### src/rtl/lsq_pkg.sv
`default_nettype none
package lsq_pkg;

   localparam int FRAC_BITS = 24;
   localparam int N_W       = 13;

   typedef enum logic [1:0] {
      ST_OK      = 2'd0,
      ST_CLAMP   = 2'd1,
      ST_SAT     = 2'd2,
      ST_INVALID = 2'd3
   } status_type;

   // one word travelling down the cell row
   typedef struct packed {
      logic                   valid;
      logic                   early;
      logic [15:0]            early_code;
      status_type             early_status;
      logic signed [N_W-1:0]  n;
      logic [63:0]            m;
      logic [FRAC_BITS-1:0]   frac;
   } stage_type;

   function automatic logic [5:0] top_bit64(input logic [63:0] v);
      logic [5:0] p;
      p = 6'd0;
      for (int i = 1; i < 64; i++) begin
         if (v[i]) p = 6'(i);
      end
      return p;
   endfunction

endpackage
`default_nettype wire

### src/rtl/lsq_back.sv
`default_nettype none
module lsq_back (
   input  wire logic          clock,
   input  wire logic          reset,
   input  lsq_pkg::stage_type in_stage,
   input  wire logic [31:0]   scale,
   output logic               advance,
   output logic               rsp_valid,
   input  wire logic          rsp_ready,
   output logic [15:0]        log_code,
   output lsq_pkg::status_type status
);
   localparam int FB = lsq_pkg::FRAC_BITS;

   logic [63:0]         l_val;
   logic                pv_ff, early_ff, nneg_ff;
   logic [15:0]         ecode_ff;
   lsq_pkg::status_type est_ff;
   logic [63:0]         p0_ff, p1_ff;
   logic [95:0]         sum;
   logic                out_free;
   logic                rv_ff;
   logic [15:0]         code_ff, code_in;
   lsq_pkg::status_type st_ff, st_in;

   assign out_free = !rv_ff || rsp_ready;
   assign advance  = out_free || !pv_ff;
   assign l_val    = ({51'd0, in_stage.n} << FB) | {{(64-FB){1'b0}}, in_stage.frac};

   always_ff @(posedge clock) begin
      if (reset) begin
         pv_ff <= 1'b0;
      end else if (advance) begin
         pv_ff    <= in_stage.valid;
         early_ff <= in_stage.early;
         ecode_ff <= in_stage.early_code;
         est_ff   <= in_stage.early_status;
         nneg_ff  <= in_stage.n < 0;
         p0_ff    <= l_val[31:0] * scale;
         p1_ff    <= l_val[63:32] * scale;
      end
   end

   always_comb begin
      sum = {32'd0, p0_ff} + {p1_ff, 32'd0};
      if (early_ff) begin
         code_in = ecode_ff;
         st_in   = est_ff;
      end else if (nneg_ff) begin
         code_in = 16'd0;
         st_in   = (scale == '0) ? lsq_pkg::ST_OK : lsq_pkg::ST_CLAMP;
      end else if (|sum[95:FB+32]) begin
         code_in = 16'hFFFF;
         st_in   = lsq_pkg::ST_SAT;
      end else begin
         code_in = sum[FB+31:FB+16];
         st_in   = lsq_pkg::ST_OK;
      end
   end

   always_ff @(posedge clock) begin
      if (reset) begin
         rv_ff <= 1'b0;
      end else if (out_free) begin
         rv_ff   <= pv_ff;
         code_ff <= code_in;
         st_ff   <= st_in;
      end
   end

   assign rsp_valid = rv_ff;
   assign log_code  = code_ff;
   assign status    = st_ff;
endmodule
`default_nettype wire

### config.mk
export PLATFORM = sky130hd
export DESIGN_NAME = lsq_back
export DESIGN_NICKNAME = d
export VERILOG_FILES = /design/src/rtl/lsq_pkg.sv /design/src/rtl/lsq_back.sv
export SDC_FILE = /design/constraint.sdc
export NUM_CORES = 2
export LEC_CHECK = 0
export ABC_AREA = 0
export BUFFER_PORTS_ARGS = -buffer_cell sky130_fd_sc_hd__buf_2
export CAP_MARGIN = 5
export CORE_MARGIN = 1.5
export CORE_UTILIZATION = 38
export CTS_CLUSTER_DIAMETER = 150
export DETAILED_ROUTE_END_ITERATION = 8
export HOLD_SLACK_MARGIN = 0.1
export PLACE_DENSITY_LB_ADDON = 0.15
export SETUP_SLACK_MARGIN = 0.15
export SLEW_MARGIN = 10
export SYNTH_ARGS = -nofsm -noshare
export SYNTH_HDL_FRONTEND = slang
export SYNTH_SLANG_ARGS = --single-unit
export TNS_END_PERCENT = 30
### constraint.sdc
create_clock -name clock -period 19.7 [get_ports clock]
set_input_delay 0 -clock clock [delete_from_list [all_inputs] [get_ports clock]]
set_output_delay 0 -clock clock [all_outputs]
set_load 0.02 [all_outputs]
== Yosys cells after proc, flatten, opt, wreduce, memory -nomap -nowiden ==
Index checks and enable logic that the tools add are counted.

* Bits in latches: 0
* ROM bits: 0
* Memories: 0
* Logic and storage cells: 31
* RAM bits: 0
* Input bits: 156
* Register bits: 168

* $add $sub $neg: 1
* Shift-type cells: 0
* $lt $le $gt $ge: 1
* Reductions and logical operators: 8
* Multipliers: 2
* Div/mod/pow operators: 0
* Mux-type cells: 7
* Bitwise operators: 2
* Equality and inequality tests: 0

{| class="wikitable"
|+ Operators by type and width
! operator !! number
|-
| $add 64x96->96 || 1
|-
| $mul 32x32->64 || 1
|-
| $mux 16 || 3
|-
| $reduce_or 40->1 || 1
|-
| $mul 5x32->37 || 1
|-
| $or 37x24->37 || 1
|-
| $logic_not 32->1 || 1
|-
| $lt 13x1->1 const B || 1
|-
| $mux 2 || 3
|-
| $reduce_and 2->1 || 2
|-
| $logic_not 1->1 || 2
|-
| $logic_or 1x1->1 || 2
|-
| $mux 1 || 1
|-
| $not 1->1 || 1
|}

== Longest topological paths before layout ==
* Depth in word-level cells: 5
* Depth in mapped cells: 29
* Depth with buffers taken out: 27

== Worst setup path after synthesis ==
OpenSTA, ideal clock, no wires.

* Kind: in2reg
* From: input port scale[8]
* To: register p0_ff[63] (data pin)
* Arrival: 6.810 ns
* Slack: 12.624 ns
* Stages on the path: 23
* Path through: clkbuf_1 clkbuf_1 and2_1 fa_1 fa_1 inv_1 fa_1 fa_1 inv_1 fa_1 fa_1 fa_1 fa_1 ha_1 a2111oi_0 o211a_1 a211oi_1 o21ai_1 a21oi_1 o41ai_2 o21ai_0 o41ai_1 xnor2_1

* Word-level cells in the longest chain between the ends: 1

{| class="wikitable"
|+ RTL lines
! what !! line !! text
|-
| start: declaration || lsq_back.sv:6 || <nowiki>input wire logic [31:0] scale,</nowiki>
|-
| $mul 32x32->64 || lsq_back.sv:39 || <nowiki>p0_ff <= l_val[31:0] * scale;</nowiki>
|-
| end signal: assignment || lsq_back.sv:39 ||
|-
| end: declaration || lsq_back.sv:19 || <nowiki>logic [63:0] p0_ff, p1_ff;</nowiki>
|}

Every way passes these cells.
A chain may end at the register's enable or synchronous reset.

== Worst setup path after layout ==
* From: input port scale[6]
* To: register p0_ff[52] (data pin)

The elaborated chain is that of the path after synthesis.

==> impl_summary.txt <==
----------------------------------------------------
[Synth]
  Synth Area per Inst ... a little over 9 sq um
  Dominant cell by count in the synthesized netlist ... sky130_fd_sc_hd__fa_1
  Share of the synthesized area in the top cell type ... 46.53%
  Sequential share of the synthesized area ... roughly 7.7%
  Cells after Synth ... roughly 4500
  Post-Syn Nets ... about 6000
  Number of flops mapped to enable cells by yosys ... around 110
  Number of different library cells in the post-synthesis netlist ... 77
  Proportion of synthesized flip-flops having asynchronous set or reset ... 0%
  Synth area leaders ... sky130_fd_sc_hd__fa_1, sky130_fd_sc_hd__ha_1, sky130_fd_sc_hd__and2_1
  Cell accounting for the most synthesized area ... sky130_fd_sc_hd__fa_1
  Primary FF master, synth ... sky130_fd_sc_hd__edfxtp_1
  Flop and latch count out of synthesis ... ~110
  Cell area after synthesis ... between 0.04 and 0.05 sq mm
  Most common library cells after synthesis ... sky130_fd_sc_hd__fa_1, sky130_fd_sc_hd__inv_1, sky130_fd_sc_hd__and2_1, sky130_fd_sc_hd__nand2_1, sky130_fd_sc_hd__ha_1
  Count of synthesis-stage warnings from yosys ... 0

[Clock network]
  Max Root-Sink Buffers ... 2
  Insertion delay to the later sink of the worst-skew pair ... roughly 0.38 ns
  Clk sink count ... ~110
  Clock slew seen by the registers of the worst setup and hold paths ... around 0.080 ns
  Clock tree from TritonCTS ... built
  Post-CTS setup buffers ... 0
  TritonCTS buffer count ... 9
  Max H-tree Level ... 3
  Post-cts repair resize count ... 0
  Root buffer cell ... sky130_fd_sc_hd__clkbuf_16

[Critical path]
  Crit path launch type ... input pin
  Library cell contributing the largest single delay on the critical path ... sky130_fd_sc_hd__buf_2
  Req. time, crit path ... between 15 and 20 ns
  Largest delay share family, worst path ... adder cells
  Critical-path maximum fanout ... 38
  Crit Path Category ... input pin to flip-flop
  Data arrival time of the critical path ... 8.70 ns
  Worst stage delay on the critical path ... approximately 0.84 ns
  CP dominant cell by count ... sky130_fd_sc_hd__fa_1
  Total buffers and inverters traversed by the critical path ... 5
  Kind of capture point of the worst setup path ... flip-flop

[Route]
  Average vias per placed instance ... ~5.0
  Detailed-route wire length per cell ... between 20 and 25 microns
  DR WL met2 ... roughly 57000 microns
  Final routed wirelength across all metal layers ... 122600 microns
  Number of nets still failing antenna checks after routing ... 0
  Vias after detailed routing ... between 30000 and 40000
  Met1 wire length ... 57110 microns
  Uppermost layer routed ... met5
  Drt first pass iters ... 5
  Residual DRC ... 0
  Met3 layer wire length in the routed design ... between 6000 and 7000 microns
  1st-iter DRT viols ... 1843

[STA]
  Final slew viol count ... 0
  Worst-case clock skew ... 0.01186 ns
  Achievable frequency ... about 120 MHz
  Final hold vios ... 0
  Finish-stage setup viols ... 0
  Unrepaired setup endpoints after global routing ... no
  Fin crit share ... 43.57%
  Total Negative Setup Slacks ... 0 ns
  Actual slew at the worst max-slew pin ... 1.148 ns
  Worst slew margin relative to its limit ... a little under a quarter
  Final min period ... ~8.6 ns

[Placed design]
  Number of cells in the design after placement ... approximately 5900
  DP HPWL ... 85730 microns
  Final weighted congestion in routability-driven placement ... 0.8447
  Port buffer count ... around 110

[Die]
  Top-Level Pins ... 176
  Std-Cell Core Area ... around 0.11 sq mm
  Die Height ... around 340 microns
  Starting utilization of the core area ... 38.30%
  Core Rows ... between 100 and 150
  Width of the chip ... between 300 and 400 microns
  Full die area ... roughly 0.11 sq mm

[Global route]
  Final global-route overflow total ... 0
  Antenna violations before repair ... 12
  Pin count of the biggest net entering global routing ... 48
  Number of global-route vias before repair ... between 30000 and 40000
  Global routing usage summed across all routing layers ... roughly 22%
  Global-route wire length before repair ... 191400 microns

[Status]
  Status ... completed

[Final layout]
  Area growth syn-to-layout ... 5.471%
  Final nets ... 5957
  Final-layout fill cell count ... about 11000
  Fraction of layout instances using a drive strength above 1 ... approximately 4.5%
  Non-Filler Instances ... roughly 6000
  Area of the multi-input gates ... about 0.034 sq mm
  Sequential cell area ... around 0.0033 sq mm

[Min path]
  Hold crit path type ... input pin to flip-flop

[Job]
  Max-cap violations ... 0

----------------------------------------------------
cells by family (layout without fill, tap and decap cells):
| family | count (synthesis) | after routing | share of synthesized area [%] |
|---|---|---|---|
| buffers and inverters | 1230 | 1174 | 10.98 |
| DFF | 109 | 109 | 7.676 |
| xor gates and xnor gates | 74 | 74 | 1.529 |
| other | 0 | 2 | 0 |
| AOI/OAI and AO/OA | 343 | 343 | 5.462 |
| adders and majority gates | 1321 | 1321 | 56.45 |
| and+or+nand+nor | 1461 | 1461 | 17.83 |
| muxes | 3 | 3 | 0.07086 |
what timing repair did:
action,4_1_cts,5_1_grt
hold endpoints to repair,21,0
endpoints found under the setup margin,0,0
hold buffers,24,0
worst paths after layout:
kind / startpoint / endpoint / slack (ns) / depth (start not counted)
worst max-delay path: scale[6] / p0_ff[52] / 11.12 / 25
worst min-delay path: in_stage[100] / nneg_ff / 0.28 / 1
worst max register to register: p1_ff[1] / log_code[1] / 15.36 / 12
worst min register to register: ecode_ff[7] / log_code[7] / 0.54 / 2
flip-flops by register name (all words and copies together) (netlist names):
register and flops:
p1_ff 37, p0_ff 32, ecode_ff 16, log_code 16, est_ff 2, status 2, early_ff 1, nneg_ff 1
pv_ff 1, rsp_valid 1
metal layers:
layer  GRT usage (%)  vias up
li1                -    13400
met1           32.64    15830
met2           36.15      760
met3           2.289      121
met4           3.652        4
met5               0        -
layout make-up:
type                            instances  area share (%)
Sequential cell                       109           7.278
Antenna cell                            2         0.01120
Tap cell                             1488           4.165
Multi-Input combinational cell       3202           77.15
Clock buffer                            9          0.5038
Inverter                              976           8.196
Clock inverter                          7          0.1260
Timing Repair Buffer                  182           2.570
per-stage QoR:
stage,instance area [sq um],hold WS [ns],setup slack (ns),utilization (%)
2_1_floorplan,42380,0.07238,12.62,-
3_3_place_gp,44170,0.1788,10.93,39.91
3_5_place_dp,44170,0.1781,10.79,39.91
4_1_cts,44690,0.2311,11.19,40.39
5_1_grt,44700,0.2699,10.87,40.39
6_report,44700,0.2837,11.12,40.39
cell usage in the layout, fill, tap and decap left out, types with 22 or more instances in the layout:
cell type and instances:
sky130_fd_sc_hd__a21o_1 61, sky130_fd_sc_hd__a21oi_1 100, sky130_fd_sc_hd__and2_1 669, sky130_fd_sc_hd__buf_2 111, sky130_fd_sc_hd__buf_4 47, sky130_fd_sc_hd__dlygate4sd3_1 24
sky130_fd_sc_hd__edfxtp_1 107, sky130_fd_sc_hd__fa_1 985, sky130_fd_sc_hd__ha_1 336, sky130_fd_sc_hd__inv_1 976, sky130_fd_sc_hd__nand2_1 560, sky130_fd_sc_hd__nand4_1 31
sky130_fd_sc_hd__nor2_1 70, sky130_fd_sc_hd__nor3_1 22, sky130_fd_sc_hd__o21ai_0 59, sky130_fd_sc_hd__xnor2_1 54
Power is not shown: default switching activity piles up to over one toggle a cycle in this logic, so the estimate is an artifact.
