`config.mk`:
```
export PLATFORM = sky130hd
export DESIGN_NAME = lsq_front
export DESIGN_NICKNAME = d
export VERILOG_FILES = /design/src/rtl/lsq_pkg.sv /design/src/rtl/lsq_front.sv
export SDC_FILE = /design/constraint.sdc
export NUM_CORES = 1
export LEC_CHECK = 0
export ABC_AREA = 1
export BUFFER_PORTS_ARGS = -buffer_cell sky130_fd_sc_hd__buf_2
export CAP_MARGIN = 20
export CORE_MARGIN = 4
export CORE_UTILIZATION = 49
export CTS_CLUSTER_SIZE = 24
export DETAILED_ROUTE_END_ITERATION = 10
export HOLD_SLACK_MARGIN = 0.15
export PLACE_DENSITY = 0.71
export SYNTH_ARGS = -nofsm -noshare
export SYNTH_HDL_FRONTEND = slang
export SYNTH_SLANG_ARGS = --single-unit
export TNS_END_PERCENT = 30
```
`constraint.sdc`:
```
create_clock -name clock -period 46 [get_ports clock]
set_input_delay 13.8 -clock clock [delete_from_list [all_inputs] [get_ports clock]]
set_output_delay 13.8 -clock clock [all_outputs]
set_load 0.1 [all_outputs]
```
`src/rtl/lsq_pkg.sv`:
```
`default_nettype none
package lsq_pkg;

   localparam int FRAC_BITS = 24;
   localparam int N_W       = 13;

   typedef enum logic [1:0] {
      ST_OK      = 2'd0,
      ST_CLAMP   = 2'd1,
      ST_SAT     = 2'd2,
      ST_INVALID = 2'd3
   } status_type;

   // one word travelling down the cell row
   typedef struct packed {
      logic                   valid;
      logic                   early;
      logic [15:0]            early_code;
      status_type             early_status;
      logic signed [N_W-1:0]  n;
      logic [63:0]            m;
      logic [FRAC_BITS-1:0]   frac;
   } stage_type;

   function automatic logic [5:0] top_bit64(input logic [63:0] v);
      logic [5:0] p;
      p = 6'd0;
      for (int i = 1; i < 64; i++) begin
         if (v[i]) p = 6'(i);
      end
      return p;
   endfunction

endpackage
`default_nettype wire

```
`src/rtl/lsq_front.sv`:
```
`default_nettype none
module lsq_front (
   input  wire logic              clock,
   input  wire logic              reset,
   input  wire logic              en,
   input  wire logic              in_valid,
   input  wire logic [63:0]       sample_bits,
   input  wire logic              format_sel,
   input  wire logic              scale_zero,
   output lsq_pkg::stage_type     out_stage
);
   localparam int N_W = lsq_pkg::N_W;

   logic                  neg;
   logic [10:0]           ef;
   logic [51:0]           mf;
   logic                  ef_max, ef_zero;
   logic [52:0]           mant;
   logic signed [N_W-1:0] expo, t_val, k_val, sh;
   logic [63:0]           xpart, onepart, a_val;
   logic                  early;
   logic [15:0]           ecode;
   lsq_pkg::status_type   est;

   // first stage registers
   logic                  v1_ff;
   logic                  early1_ff;
   logic [15:0]           ecode1_ff;
   lsq_pkg::status_type   est1_ff;
   logic signed [N_W-1:0] k1_ff;
   logic [63:0]           a1_ff;

   lsq_pkg::stage_type    s2_in, s2_ff;
   logic [5:0]            q;

   always_comb begin
      if (format_sel) begin
         neg     = sample_bits[63];
         ef      = sample_bits[62:52];
         mf      = sample_bits[51:0];
         ef_max  = (ef == 11'h7FF);
         ef_zero = (ef == 11'd0);
         mant    = ef_zero ? {1'b0, mf} : {1'b1, mf};
         expo    = ef_zero ? -13'sd1074 : $signed({2'b00, ef}) - 13'sd1075;
      end else begin
         neg     = sample_bits[31];
         ef      = {3'b000, sample_bits[30:23]};
         mf      = {29'd0, sample_bits[22:0]};
         ef_max  = (ef == 11'd255);
         ef_zero = (ef == 11'd0);
         mant    = ef_zero ? {30'd0, mf[22:0]} : {30'd1, mf[22:0]};
         expo    = ef_zero ? -13'sd149 : $signed({2'b00, ef}) - 13'sd150;
      end
      t_val = expo + $signed({7'd0, lsq_pkg::top_bit64({11'd0, mant})});
      k_val = (t_val > 0) ? t_val : '0;
      sh    = expo - k_val + 13'sd62;
      if (sh >= 0)
         xpart = {11'd0, mant} << sh[5:0];
      else if (-sh >= 13'sd64)
         xpart = '0;
      else
         xpart = {11'd0, mant} >> 6'(-sh);
      onepart = (k_val <= 13'sd62) ? (64'd1 << 6'(13'sd62 - k_val)) : '0;
      a_val   = neg ? onepart - xpart : onepart + xpart;

      early = 1'b1;
      ecode = 16'd0;
      est   = lsq_pkg::ST_OK;
      if (ef_max) begin
         if (mf != '0 || neg) est = lsq_pkg::ST_INVALID;
         else if (!scale_zero) begin
            ecode = 16'hFFFF;
            est   = lsq_pkg::ST_SAT;
         end
      end else if (mant == '0) begin
         est = lsq_pkg::ST_OK;
      end else if (neg && t_val >= 0) begin
         est = lsq_pkg::ST_INVALID;
      end else begin
         early = 1'b0;
      end
   end

   always_ff @(posedge clock) begin
      if (reset) begin
         v1_ff <= 1'b0;
      end else if (en) begin
         v1_ff     <= in_valid;
         early1_ff <= early;
         ecode1_ff <= ecode;
         est1_ff   <= est;
         k1_ff     <= k_val;
         a1_ff     <= a_val;
      end
   end

   // normalize y to q1.63
   always_comb begin
      q                  = lsq_pkg::top_bit64(a1_ff);
      s2_in.valid        = v1_ff;
      s2_in.early        = early1_ff;
      s2_in.early_code   = ecode1_ff;
      s2_in.early_status = est1_ff;
      s2_in.n            = k1_ff - 13'sd62 + $signed({7'd0, q});
      s2_in.m            = a1_ff << (6'd63 - q);
      s2_in.frac         = '0;
   end

   always_ff @(posedge clock) begin
      if (reset) begin
         s2_ff.valid <= 1'b0;
      end else if (en) begin
         s2_ff <= s2_in;
      end
   end

   assign out_stage = s2_ff;
endmodule
`default_nettype wire

```
Yosys cells after proc, flatten, opt, wreduce, memory -nomap -nowiden
Index checks and enable logic that the tools add are counted.
{"block": "classes", "n_eq_ne": 2, "n_reduce_logical": 9, "n_mux": 136, "n_lt_le_gt_ge": 5, "n_addsub": 12, "bitwise": 2, "n_shift": 4}
{"cell": "two-way mux 6 bit", "n": 113}
{"cell": "two-way mux 64 bit", "n": 4}
{"cell": "two-way mux 53 bit", "n": 2}
{"cell": "adder 64 bit", "n": 1}
{"cell": "<< shifter 1 x 6 -> 64 bit, first input constant", "n": 1}
{"cell": "<< shifter 53 x 6 -> 64 bit", "n": 1}
{"cell": "<< shifter 64 x 6 -> 64 bit", "n": 1}
{"cell": ">> shifter 53 x 6 -> 64 bit", "n": 1}
{"cell": "subtractor 64 bit", "n": 1}
{"cell": "logical NOT 53 bit", "n": 1}
{"cell": "two-way mux 13 bit", "n": 4}
{"cell": "two-way mux 52 bit", "n": 1}
{"cell": "nonzero test 52 bit", "n": 1}
{"cell": "adder 13 x 7 -> 13 bit", "n": 2}
{"cell": ">= comparator 13 x 1 -> 1 bit, second input constant", "n": 2}
{"cell": "two-way mux 24 bit", "n": 1}
{"cell": "two-way mux 16 bit", "n": 1}
{"cell": "adder 13 x 7 -> 13 bit, second input constant", "n": 1}
{"cell": ">= comparator 13 x 8 -> 1 bit, second input constant", "n": 1}
{"cell": "> comparator 13 x 1 -> 1 bit, second input constant", "n": 1}
{"cell": "<= comparator 13 x 7 -> 1 bit, second input constant", "n": 1}
{"cell": "negator 13 bit", "n": 1}
{"cell": "subtractor 13 bit", "n": 1}
{"cell": "subtractor 13 x 7 -> 13 bit, second input constant", "n": 1}
{"cell": "15 further kinds", "n": 25}
{"block": "word_totals", "output_inout_bits": 121, "ff_bits": 194}

Depth between registers and ports, before layout
Gate-level depths: netlist (run 1).
{"block": "depth", "word_depth": 66, "depth_mapped": 135}

Least setup slack after synthesis (run 1)
No wires, ideal clock.
{"block": "synth_path", "kind": "input -> register", "from": "input port sample_bits[2]", "to": "register a1_ff[63], data pin", "slack_ns": 18.931, "path_buffers": 5, "path_stages": 126, "t_arrival_ns": 26.815, "cell_sequence": "inv_1 a21oi_1 nor2_1 nor2_1 o21bai_1 a21oi_1 o21bai_1 a21oi_1 nor2_1 nor2_1 o21bai_1 a21oi_1 nor2_1 o21ai_0 nand2_1 nand2_1 nand2_1 nand2_1 (+90 left out) nand2_1 nand2_2 nand2_1 nand2_1 nand2_1 nand2_2 nand2_1 nand2_1 nand2_1 nand2_2 nand2_2 nand2_2 a21oi_2 nor3_1 nor3_2 xor2_1 xor2_1 inv_1"}
{"block": "synth_via", "elab_chain_cells": 64, "word_cells_on_any_way": 73}
{"item": "start, declared", "line": "lsq_front.sv:7", "rtl": "input wire logic [63:0] sample_bits,"}
{"item": "two-way mux 24 bit or two-way mux 53 bit (tied branches)", "line": "lsq_front.sv:51, lsq_front.sv:43"}
{"item": "two-way mux 53 bit *", "line": "lsq_front.sv:37", "rtl": "if (format_sel) begin"}
{"item": "two-way mux 6 bit * (51 in a row)", "line": "lsq_pkg.sv:29", "rtl": "if (v[i]) p = 6'(i);"}
{"item": "adder 13 x 7 -> 13 bit *", "line": "lsq_front.sv:54", "rtl": "t_val = expo + $signed({7'd0, lsq_pkg::top_bit64({11'd0, mant})});"}
{"item": "> comparator 13 x 1 -> 1 bit", "line": "lsq_front.sv:55", "rtl": "k_val = (t_val > 0) ? t_val : '0;"}
{"item": "two-way mux 13 bit *", "line": "lsq_front.sv:55"}
{"item": "net k_val[1]", "line": "lsq_front.sv:19", "rtl": "logic signed [N_W-1:0] expo, t_val, k_val, sh;"}
{"item": "subtractor 13 bit", "line": "lsq_front.sv:56", "rtl": "sh = expo - k_val + 13'sd62;"}
{"item": "adder 13 x 7 -> 13 bit", "line": "lsq_front.sv:56"}
{"item": "negator 13 bit", "line": "lsq_front.sv:62", "rtl": "xpart = {11'd0, mant} >> 6'(-sh);"}
{"item": ">= comparator 13 x 8 -> 1 bit or >> shifter 53 x 6 -> 64 bit (tied branches)", "line": "lsq_front.sv:59, lsq_front.sv:62"}
{"item": "two-way mux 64 bit", "line": "lsq_front.sv:59", "rtl": "else if (-sh >= 13'sd64)"}
{"item": "two-way mux 64 bit", "line": "lsq_front.sv:57", "rtl": "if (sh >= 0)"}
{"item": "adder 64 bit or subtractor 64 bit (tied branches)", "line": "lsq_front.sv:64", "rtl": "a_val = neg ? onepart - xpart : onepart + xpart;"}
{"item": "two-way mux 64 bit *", "line": "lsq_front.sv:64"}
{"item": "net a_val[63]", "line": "lsq_front.sv:20", "rtl": "logic [63:0] xpart, onepart, a_val;"}
{"item": "end signal, assigned", "line": "lsq_front.sv:93", "rtl": "a1_ff <= a_val;"}
{"item": "end, declared", "line": "lsq_front.sv:31", "rtl": "logic [63:0] a1_ff;"}
The timed path passes the listed nets; every way through them passes the cells marked *.
A chain may end at the register's enable or synchronous reset.

Final worst setup path (run 1)
{"block": "layout_path", "from": "input port sample_bits[2]", "to": "register a1_ff[61], data pin"}
{"block": "layout_via", "elab_chain_cells": 64, "word_cells_on_any_way": 73}
{"item": "two-way mux 24 bit or two-way mux 53 bit (tied branches)", "line": "lsq_front.sv:51, lsq_front.sv:43"}
{"item": "two-way mux 53 bit *", "line": "lsq_front.sv:37"}
{"item": "two-way mux 6 bit (51 in a row)", "line": "lsq_pkg.sv:29"}
{"item": "adder 13 x 7 -> 13 bit", "line": "lsq_front.sv:54"}
{"item": "> comparator 13 x 1 -> 1 bit", "line": "lsq_front.sv:55"}
{"item": "two-way mux 13 bit", "line": "lsq_front.sv:55"}
{"item": "subtractor 13 bit", "line": "lsq_front.sv:56"}
{"item": "adder 13 x 7 -> 13 bit", "line": "lsq_front.sv:56"}
{"item": "negator 13 bit", "line": "lsq_front.sv:62"}
{"item": ">= comparator 13 x 8 -> 1 bit or >> shifter 53 x 6 -> 64 bit (tied branches)", "line": "lsq_front.sv:59, lsq_front.sv:62"}
{"item": "two-way mux 64 bit", "line": "lsq_front.sv:59"}
{"item": "two-way mux 64 bit", "line": "lsq_front.sv:57"}
{"item": "adder 64 bit or subtractor 64 bit (tied branches)", "line": "lsq_front.sv:64"}
{"item": "two-way mux 64 bit *", "line": "lsq_front.sv:64"}
{"item": "net a_val[61]", "line": "lsq_front.sv:20"}
Marked as above.

==> flow_summary.yaml, run 1 <==
routing:
  ant_nets: 0
  drc_errors: 0
  wl_mm: 90.0
  dr_total_vias: 28400
  drtPass1Iterations: 7
  avgRoutedWirePerCell_um: 18.4
  drt-initial-drc-count: 3572
  via_per_inst: 5.82
critical_path:
  cp_slowest_stage_delay_ps: 720
  required_ps: 46190
  worst_path_max_delay_cell: "nor2_1"
  cpMostUsedCell: "nand2_1"
  critPathBufInv: 13
  path_class: "primary input to register"
  arrival_ps: 29510
  path_delay_family: "simple AND/OR/NAND/NOR gates"
  cp_max_fo: 48
  endpoint_kind: "register"
  worstSetupStartpointType: "primary input"
synthesis:
  synth_xor_area_share_pct: 5.68
  ys_ff_latch: 164
  yosys.area.top_type_share_pct: 19.5
  muxShareOfSynthArea_pct: 1.57
  synth_fa_ha_area_share_pct: 5.89
  seq_area_frac_synth_pct: 19.7
  yosysMostFrequentCell: "nand2_1"
  synthFlopType: "edfxtp_1"
  ys_top_cells_by_count: "nand2_1 (1148), nand3_1 (607), nor2_1 (445)"
  yosysTopAreaCell: "edfxtp_1"
  synth_edf_count: 162
  syn_avg_cell_area_um2: 5.95
  synthCells: 4194
  synthTopCellsByArea: "edfxtp_1 (20%), nand2_1 (17%), nand3_1 (12%)"
  synthArstFlopShare_pct: 0
  synth_top_family_by_area: "simple AND/OR/NAND/NOR gates"
  yosys.area_share.simple_pct: 40.4
  syn_area_um2: 24900
  yosys_warnings: 0
  synth_cell_types: 79
  synth_compound_area_share_pct: 15.6
timing:
  post-route-period-util_pct: 63.7
  hold_viol: 0
  timing_max_transition_violations_final: 0
  post-route-min-period_ps: 29320
  timing.slew.headroom_pct: 29.4
  fin_worst_skew_ps: 18.1
  hold_slack_ps: 419
  rsz0062_at_grt: "false"
  max_freq_mhz: 34.1
  finalSetupTns_ps: 0
  setup_viol: 0
  worst_pin_slew_ps: 1060
clock_network:
  cts_hold_buffers: 0
  cts_setup_buffers: 0
  cts_resized: 0
  clk_pin_slew_ps: 70
  htreeDepth: 4
  cts_tree: "yes"
  cts_buffers: 17
  cts.sinks: 164
  root_buffer: "clkbuf_16"
  cts_buffer_depth: 2
  insertion_delay_ps: 460
grt:
  antenna_found_initial: 1
  grt_overflow: 0
  grt_max_degree: 85
  grt_pass1_wl_mm: 139
  grt_pass1_vias: 25000
  grtUsageTotal_pct: 32.1
floorplan:
  io_pins: 191
  num_rows: 82
  die_w_um: 234
  coreArea_um2: 50300
  initial_utilization_pct: 49.6
  dieArea_um2: 54600
  die_height_um: 234
min_path:
  hp-class: "register to register"
placement:
  dp_cells: 4849
  dp_hpwl_mm: 72.3
  place_congestion: 1.04
  port_buffers: 166
status:
  status: "finished clean"
final_layout:
  antenna_cells: 0
  instances_no_fill: 4881
  drive_above_1_share_pct: 8.27
  area_growth_pct: 6.48
  fillers: 5208
  nets: 4381
run:
  drv_cap: 0
layer usage:
| metal | track usage [%] | up-vias | part of all wire, % |
|---|---|---|---|
| li1 | - | 13900 | - |
| met1 | 42.2 | 12700 | 41 |
| met2 | 51.2 | 1500 | 44 |
| met3 | 4.73 | 265 | 9.1 |
| met4 | 16.2 | 2 | 5.7 |
| met5 | 0 | - | 0.021 |
stage by stage:
step / worst slack (ps) / area (um2) / utilization (%)
after floorplan: 18930 / 25000 / -
after global placement: 16910 / 26000 / 51.6
after detailed placement: 16580 / 26000 / 51.6
after CTS: 17010 / 26600 / 52.8
after global routing: 14560 / 26600 / 52.8
final: 16680 / 26600 / 52.8
area by class of cell:
class,count,area [um2],share of cell area [%]
Clock buffer,18,429,1.62
Clock inverter,14,165,0.622
Inverter,444,1670,6.28
Multi-Input combinational cell,3365,17400,65.6
Sequential cell,164,4900,18.5
Tap cell,672,841,3.17
Timing Repair Buffer,204,1120,4.20
sequential cells by signal, summed over array words and instances (netlist names):
register	count
out_stage	82
k1_ff	13
a1_ff	64
early1_ff	1
est1_ff	2
v1_ff	1
ecode1_ff	1
worst paths after layout:
path	start	end	slack, ps	cells past startpoint
worst max-delay path	sample_bits[2]	a1_ff[61]	16680	121
worst min-delay path	ecode1_ff[14]	out_stage[117]	420	0
worst max register to register	a1_ff[2]	out_stage[99]	39810	80
worst min register to register	ecode1_ff[14]	out_stage[117]	420	0
kinds of logic after synthesis:
| family | Yosys count |
|---|---|
| xor+xnor | 161 |
| compound gates | 666 |
| mux | 39 |
| simple gates | 2359 |
| buf+inv | 689 |
| other cells | 1 |
| flops | 164 |
| fa+ha+maj | 115 |
cells in the final DEF (no fill, tap or decap), drive strengths merged, types with 18 or more instances in the layout:
master  count
a21oi     165
ha        111
nand2    1164
edfxtp    162
o211ai     18
xnor2      35
nand4      35
clkbuf     18
o22ai      23
a31oi      22
mux2i      39
xor2      126
o21ai     329
conb       25
inv       446
nand3     611
buf       204
nor2      457
or2        18
o21a       18
nor3       47
Power of run 1 is not shown: default switching activity piles up to over one toggle a cycle in this logic, so the estimate is an artifact.
==> run 2: changes to the inputs <==
- ABC_AREA: 1 -> 0
- PLACE_DENSITY: 0.71 -> 0.74
- clock period: 46 -> 24.6 ns (I/O delays scaled with it)
==> flow_summary.yaml, run 2 <==
final_layout:
  multi_input_area_um2: 20400
  drive_above_1_share_pct: 14.6
  nets: 3573
  final_common_cell: "nand2_1"
  final-seq-area_um2: 4900
  area_growth_pct: 6.09
  largest_reg_flops: 82
  fillers: 5239
  antenna_cells: 0
  final_cell_mix: "nand2_1 (375), nor2_1 (355), a21oi_1 (251), mux2i_1 (245), o21ai_0 (194)"
routing:
  wl_mm: 102
  via_per_inst: 6.71
  drtPass1Iterations: 7
  drc_errors: 0
  drt-initial-drc-count: 3628
  ant_nets: 0
  avgRoutedWirePerCell_um: 24.8
  dr_total_vias: 27500
timing:
  post-route-min-period_ps: 21890
  timing.slew.headroom_pct: 21.2
  hold_slack_ps: 421
  fin_worst_skew_ps: 16.5
  worst_pin_slew_ps: 1170
  setup_viol: 0
  setup_ws_ps: 2710
  timing_max_transition_violations_final: 0
  hold_viol: 0
  rsz0062_at_grt: "false"
  post-route-period-util_pct: 89.0
  finalSetupTns_ps: 0
  max_freq_mhz: 45.7
grt:
  antenna_found_initial: 1
  grt_pass1_vias: 24700
  grtUsageTotal_pct: 32.8
  grt_max_degree: 163
  grt_overflow: 0
  grt_pass1_wl_mm: 152
critical_path:
  arrival_ps: 22080
  cp_slowest_stage_delay_ps: 650
  rrSetupSlack_ps: 19080
  crit_path_start: "sample_bits[1]"
  worstSetupStartpointType: "primary input"
  cp_max_fo: 37
  path_class: "primary input to register"
  endpoint_kind: "register"
  required_ps: 24790
  cpMostUsedCell: "o21ai_0"
  path_depth: 62
  critPathBufInv: 6
  worst_path_max_delay_cell: "o21ai_1"
  reg2regPathDepth: 21
  r2r-start: "a1_ff[45]"
  path_delay_family: "compound AO/OA/AOI/OAI gates"
synthesis:
  yosys_warnings: 0
  synth_cell_types: 109
  synthTopCellsByArea: "edfxtp_1 (18%), mux2i_1 (9.2%), mux4_2 (7.1%)"
  synthFlopType: "edfxtp_1"
  ys_top_cells_by_count: "nand2_1 (375), nor2_1 (357), a21oi_1 (251)"
  syn_area_um2: 26800
  yosysMostFrequentCell: "nand2_1"
  synth_edf_count: 162
  yosys.area.top_type_share_pct: 18.2
  seq_area_frac_synth_pct: 18.3
  synthCells: 3403
  syn_avg_cell_area_um2: 7.87
  ys_ff_latch: 164
  yosysTopAreaCell: "edfxtp_1"
  synthArstFlopShare_pct: 0
clock_network:
  cts_resized: 0
  cts_buffers: 17
  htreeDepth: 4
  cts.sinks: 164
  clk_pin_slew_ps: 70
  cts_buffer_depth: 2
  cts_hold_buffers: 0
  root_buffer: "clkbuf_16"
  cts_setup_buffers: 0
  insertion_delay_ps: 450
  cts_tree: "yes"
placement:
  place_congestion: 1.04
  dpl_worst_slack_ps: 2600
  dp_hpwl_mm: 79.3
  port_buffers: 166
min_path:
  hold-path-cell-count: 0
  hp-class: "register to register"
  hold_start: "ecode1_ff[14]"
run:
  drv_cap: 0
floorplan:
  initial_utilization_pct: 49.6
  coreArea_um2: 54000
  dieArea_um2: 58500
  num_rows: 85
  die_height_um: 242
  die_w_um: 242
  io_pins: 191
status:
  status: "finished clean"
## run 2: final cells by class
class	instances	area share, %
Clock buffer	17	1.50
Clock inverter	15	0.563
Inverter	106	1.40
Multi-Input combinational cell	2875	71.7
Sequential cell	164	17.3
Tap cell	696	3.06
Timing Repair Buffer	224	4.50
## run 2: routing by layer
metal	up-vias	routed length, um	global-route usage, %
met5	-	13	0
met4	2	5630	15.6
met3	270	8590	4.55
met2	1576	46600	53.8
met1	13000	40700	42.9
li1	12700	-	-
## run 2: worst paths after layout
kind / to
worst max-delay path: a1_ff[63]
worst min-delay path: out_stage[117]
worst max register to register: out_stage[100]
worst min register to register: out_stage[117]
## run 2: per-stage QoR
step	instance area [um2]	utilization (%)	cells
floorplan	26900	-	3427
global placement	27800	51.5	4063
detailed placement	27800	51.5	4064
CTS	28400	52.6	4096
global route	28400	52.6	4097
finish	28400	52.6	4097
## run 2: cell families after synthesis
kind of cell	share of synthesized area, %
other cells	0.0140
flops	18.3
compound gates	23.9
fa+ha+maj	5.48
xor+xnor	5.51
simple gates	20.5
buf+inv	6.49
mux	19.8
Power of run 2 is left out for the same reason.
